===== config.mk =====
export PLATFORM = sky130hd
export DESIGN_NAME = twhec_ctrl
export DESIGN_NICKNAME = d
export VERILOG_FILES = /design/src/hdl/twhec_pkg.sv /design/src/hdl/twhec_ctrl.sv
export SDC_FILE = /design/constraint.sdc
export NUM_CORES = 1
export LEC_CHECK = 0
export BUFFER_PORTS_ARGS = -buffer_cell sky130_fd_sc_hd__buf_2
export CAP_MARGIN = 10
export CORE_AREA = 4 4 41 43
export CTS_BUF_LIST = sky130_fd_sc_hd__clkbuf_4
export DETAILED_ROUTE_END_ITERATION = 12
export DIE_AREA = 0 0 45 47
export MAX_ROUTING_LAYER = met4
export PLACE_DENSITY = 0.81
export SETUP_SLACK_MARGIN = 0.05
export SYNTH_ARGS = -nofsm -noshare
export SYNTH_HDL_FRONTEND = slang
export SYNTH_SLANG_ARGS = --single-unit

===== constraint.sdc =====
create_clock -name clk_i -period 3 [get_ports clk_i]
set_input_delay 0 -clock clk_i [delete_from_list [all_inputs] [get_ports clk_i]]
set_output_delay 0 -clock clk_i [all_outputs]
set_load 0.05 [all_outputs]

===== src/hdl/twhec_pkg.sv =====
package twhec_pkg;

  localparam int unsigned BUCKET_COUNT_DEF = 4096;
  localparam int unsigned WAYS = 3;
  localparam int unsigned KEY_W = 64;
  localparam int unsigned TAG_W = 16;
  localparam int unsigned TAG_LSB = 48;
  localparam int unsigned ADDR_W = 3;
  localparam int unsigned DATA_W = 32;

  // transaction kinds
  localparam logic KIND_STORE = 1'b0;
  localparam logic KIND_PROBE = 1'b1;

  // register select, taken from paddr[2]
  localparam logic REG_EXACT_BOUND = 1'b0;
  localparam logic REG_NULL_MOVE = 1'b1;

  localparam logic [1:0] EXACT_BOUND_RST = 2'd3;
  localparam logic [15:0] NULL_MOVE_RST = 16'd0;

  typedef struct packed {
    logic [TAG_W-1:0] tag;
    logic [15:0] score;
    logic [15:0] static_score;
    logic [7:0] depth;
    logic [1:0] bound;
    logic pv;
    logic [15:0] move;
  } entry_t;

  typedef entry_t [WAYS-1:0] row_t;

  typedef struct packed {
    logic kind;
    logic [KEY_W-1:0] hash_key;
    logic [15:0] score;
    logic [15:0] static_score;
    logic [7:0] search_depth;
    logic [1:0] bound_type;
    logic pv_flag;
    logic [15:0] move_code;
  } item_t;

  typedef struct packed {
    logic found;
    logic [15:0] found_score;
    logic [15:0] found_static_score;
    logic [7:0] found_depth;
    logic [1:0] found_bound;
    logic found_pv;
    logic [15:0] found_move;
  } result_t;

  typedef struct packed {
    logic load;
    logic rd;
    logic clear;
    logic exec;
  } cmd_t;

  typedef struct packed {
    logic is_probe;
    logic out_busy;
  } sts_t;

endpackage


===== src/hdl/twhec_ctrl.sv =====
module twhec_ctrl #(
  parameter int unsigned BUCKET_COUNT = twhec_pkg::BUCKET_COUNT_DEF,
  localparam int unsigned IDX_W = $clog2(BUCKET_COUNT)
) (
  input  logic clk_i,
  input  logic rst_ni,
  input  logic in_valid_i,
  output logic in_ready_o,
  input  twhec_pkg::sts_t sts_i,
  output twhec_pkg::cmd_t cmd_o,
  output logic [IDX_W-1:0] clr_idx_o
);

  typedef enum logic [1:0] {
    ST_CLEAR,
    ST_IDLE,
    ST_READ,
    ST_EXEC
  } state_e;

  state_e state_q;
  logic [IDX_W-1:0] clr_cnt_q;
  logic clr_last;

  assign clr_last = (clr_cnt_q == IDX_W'(BUCKET_COUNT - 1));
  assign clr_idx_o = clr_cnt_q;
  assign in_ready_o = (state_q == ST_IDLE);

  always_comb begin
    cmd_o = '0;
    unique case (state_q)
      ST_CLEAR: cmd_o.clear = 1'b1;
      ST_IDLE:  cmd_o.load = in_valid_i;
      ST_READ:  cmd_o.rd = 1'b1;
      ST_EXEC:  cmd_o.exec = !sts_i.is_probe || !sts_i.out_busy;
      default:  cmd_o = '0;
    endcase
  end

  always_ff @(posedge clk_i or negedge rst_ni) begin
    if (!rst_ni) begin
      state_q <= ST_CLEAR;
      clr_cnt_q <= '0;
    end else begin
      unique case (state_q)
        ST_CLEAR: begin
          clr_cnt_q <= clr_cnt_q + 1'b1;
          if (clr_last) state_q <= ST_IDLE;
        end
        ST_IDLE: begin
          if (in_valid_i) state_q <= ST_READ;
        end
        ST_READ: state_q <= ST_EXEC;
        ST_EXEC: begin
          // a probe waits here until the result register can take it
          if (!sts_i.is_probe || !sts_i.out_busy) state_q <= ST_IDLE;
        end
        default: state_q <= ST_CLEAR;
      endcase
    end
  end

endmodule


==> Word level (Yosys, flattened, before mapping) <==
Cells that the tools add are included.
{ "word_totals": {"output_inout_bits": 17, "register_bits": 14, "wordCells": 23, "in_bits": 5} }
{ "op_classes": {"eq_ne": 7, "n_reduce_logical": 5, "n_addsub": 1, "n_mux": 8} }
{ "ops": {"columns": ["op", "count"], "rows": [
  ["12-bit by 1-bit adder with 12-bit output, second input constant", 1],
  ["12-bit equality test, second input constant", 1],
  ["2-bit case mux with 4 select lines", 1],
  ["2-bit 2-to-1 mux", 3],
  ["2-bit != test, second input constant", 3],
  ["2-bit equality test, second input constant", 2],
  ["1-bit 2-to-1 mux", 4],
  ["3-bit AND reduction", 1],
  ["2-bit by 1-bit equality test with 1-bit output, second input constant", 1],
  ["1-bit zero test", 2],
  ["2-bit zero test", 1],
  ["1-bit logical OR", 1]
]} }

==> Logic depth before layout (Yosys ltp) <==
{ "depth": {"depth_word": 4, "mapped_depth": 6, "mapped_depth_nobuf": 5} }

==> Worst setup path before layout <==
OpenSTA, ideal clock, no wires.
{ "synth_path": {"path_type": "register to register", "start": "register state_q[0]", "end": "register clr_cnt_q[9] (netlist: clr_idx_o[9])", "required_ns": 2.859, "slack_ns": 1.110, "synth_period_minus_slack_ns": 1.890, "path_stages_with_launch": 7, "setup_ns": 0.141, "n_path_buf": 1, "arrival_ns": 1.749, "path_cell_list": "dfrtp_1 inv_1 ha_1 and4_1 clkbuf_1 nand4_1 xnor2_1"} }
{ "synth_via": {"elab_chain_len": 1} }
{ "synth_rtl": {"columns": ["item", "line", "source"], "rows": [
  ["start, declared", "twhec_ctrl.sv:21", "state_e state_q;"],
  ["start signal, assigned", "twhec_ctrl.sv:42", "state_q <= ST_CLEAR;"],
  ["start signal, assigned", "twhec_ctrl.sv:48", "if (clr_last) state_q <= ST_IDLE;"],
  ["start signal, assigned", "twhec_ctrl.sv:51", "if (in_valid_i) state_q <= ST_READ;"],
  ["2-bit zero test", "twhec_ctrl.sv:45", "unique case (state_q)"],
  ["end signal, assigned", "twhec_ctrl.sv:47", "clr_cnt_q <= clr_cnt_q + 1'b1;"],
  ["end, declared", "twhec_ctrl.sv:22", "logic [IDX_W-1:0] clr_cnt_q;"]
]} }
Every way passes these cells.
A chain may end at the register's enable or synchronous reset.

==> Worst setup path in the final report <==
Same ends and word-level chain as after synthesis.

==> metrics <==
Pwr per Cell Area=1040 nW/um^2; synthesis-to-finish area growth=22.9%; clock tree from TritonCTS=done; Die Footprint=~2100 um^2; Crit. End Element=flop; Mean Syn Cell Area=11.8 um^2; area of the core=between 1000 and 1500 um^2; post-cts sizing count=0; number of global-route vias before repair=between 500 and 600; Hold Fails Final Rpt=0; YS warnings=0; RSZ-0062 raised after global routing=false; most frequent cells in the layout=buf_2, dfrtp_1, xnor2_1; DR vias=about 540; worst-path fanout max=7; syn_nets=between 60 and 70; worst skew pair latency=0.28 ns; Max transition margin=between 70% and 80%; clk slew on worst S/H paths=about 0.08 ns; Pins Over Slew Limit=0; number of inserted diodes=0; pin slew with the least headroom to its limit=0.305 ns; Die Ht=~47 um; status=complete, no violations; Iteration-0 DRC Markers=15; Synth Register Bits=14; Setup TNS Final=0 ns; DRC=0; flop2flop setup slack=~1.4 ns; sequential share of the synthesized area=between 50 and 60%; worst r2r src=state_q[0]$_DFFE_PN0P_; Period minus WS final=between 1.5 and 2 ns; Root Driver=clkbuf_4; share of layout cells above drive strength 1=roughly 33%; Worst VDD drop=~0.65 mV; DIE WIDTH=between 40 and 50 um; CTS Sinks=14; leading cell type in the layout, fill and taps excluded=buf_2; Crit-path slowest cell=dfrtp_1; CP Buf/Inv Count=1; CP arrival=~1.8 ns; num rows=13; GRT Util Overall=between 10% and 20%; CTS H-Tree Depth=1; # setup viols final=0; # fillers=approximately 110; Setup Skew=0.00175 ns; initial antenna violation count=0; final net count=94; final instance area=approximately 840 um^2; Cells after Synth=58; pre-CTS WS=about 1.4 ns; DR pass1 iterations=4; largest net degree at the start of global routing=15; HPWL after DPL=around 1100 um; GP Congestion=approximately 0.76; DRT antenna net count=0; io pins=22; Port Buf Inserts=21; f_max=about 0.63 GHz; WP data required=between 3 and 4 ns; Total Wirelength=~1400 um; CP Class=flop to flop; cell chain of the critical path=inv_1 -> ha_1 -> and4_1 -> nand4_1 -> xnor2_1; drt wl/cell=around 14 um; P_leak=~0.00044 uW; Initial Util=~52%; post-synth cell types=20; CP startpoint=state_q[0]$_DFFE_PN0P_; GR Overflow Total=0; Max-cap violations=0; period utilisation layout=53.3%; Vias/cell=5.48; delay-heaviest family, CP=simple AND/OR/NAND/NOR gates; first-pass GRT wire length=roughly 2300 um; placed inst area=between 800 and 900 um^2; Setup WS post-layout=1.40 ns; Max clock buf depth=2; Cell Area, Synth=683 um^2; Largest stage delay, worst path=between 0.4 and 0.5 ns; Startpoint Class=flop; Hold Crit Class=input pin to async pin; CTS Buf Count=3
sequential cells by signal (all words and copies together), names as in the netlist:
signal and count:
state_q 2, clr_idx_o 12
per-layer routing:
metal | global-route usage [%] | wire length (um)
met3 | 2.68 | 83
met1 | 19.8 | 579
met5 | - | 0
met2 | 24.3 | 654
met4 | 10.5 | 42
Yosys cell counts, drive strengths merged:
| cell | count | share of area, % |
|---|---|---|
| and3 | 1 | 0.92 |
| mux2 | 2 | 3.8 |
| and2 | 1 | 0.92 |
| nand4 | 4 | 3.7 |
| and4 | 2 | 2.7 |
| dfrtp | 14 | 51 |
| a21boi | 1 | 1.1 |
| a32oi | 1 | 1.3 |
| o31ai | 1 | 1.1 |
| inv | 3 | 1.6 |
| xor2 | 2 | 2.6 |
| nor2 | 1 | 0.55 |
| nand2 | 5 | 2.7 |
| clkbuf | 1 | 0.55 |
| mux2i | 1 | 1.5 |
| xnor2 | 9 | 12 |
| ha | 5 | 9.2 |
| nand3 | 4 | 2.9 |
area by class of cell:
type	count	area (um^2)	share of cell area, %
Tap cell	15	18.8	2.24
Inverter	3	11.3	1.34
Clock buffer	3	22.5	2.68
Sequential cell	14	350	41.7
Multi-Input combinational cell	40	318	37.9
Clock inverter	1	3.75	0.447
Timing Repair Buffer	22	115	13.7
cell families after synthesis:
family          Yosys count  synth area share, %
fa+ha+maj                 5                 9.16
mux                       3                 5.31
simple gates             18                 14.5
flops                    14                 51.3
compound gates            3                 3.48
xor+xnor                 11                 14.1
buf+inv                   4                 2.20
repair_timing:
action	in CTS	in global routing
hold buffers	1	0
setup buffers	0	0
hold endpoints to repair	14	0
worst paths after layout:
check	end	cells after the start
min in group clk_i	state_q[0]$_DFFE_PN0P_	4
hold / removal	clr_idx_o[9]$_DFFE_PN0P_	2
setup reg to reg	clr_idx_o[9]$_DFFE_PN0P_	5
max in group asynchronous	clr_idx_o[5]$_DFFE_PN0P_	2
setup / recovery	clr_idx_o[9]$_DFFE_PN0P_	5
hold reg to reg	clr_idx_o[9]$_DFFE_PN0P_	1
where the power goes:
| group | switching (uW) | internal [uW] |
|---|---|---|
| Sequential | 58.3 | 237 |
| Clock | 58.7 | 48.3 |
| Combinational | 331 | 137 |
| Total | 448 | 422 |
stage by stage:
step / power, uW / instances / hold slack (ns) / util [%]
after CTS: 875 / 98 / 0.148 / 64.5
after global placement: 747 / 93 / -0.0939 / 61.7
after global routing: 922 / 98 / 0.163 / 64.5
after floorplan: 660 / 58 / -0.296 / -
after detailed placement: 763 / 93 / -0.0954 / 61.7
final: 870 / 98 / 0.132 / 64.5
No activity file was read; power rests on OpenSTA's default activity.
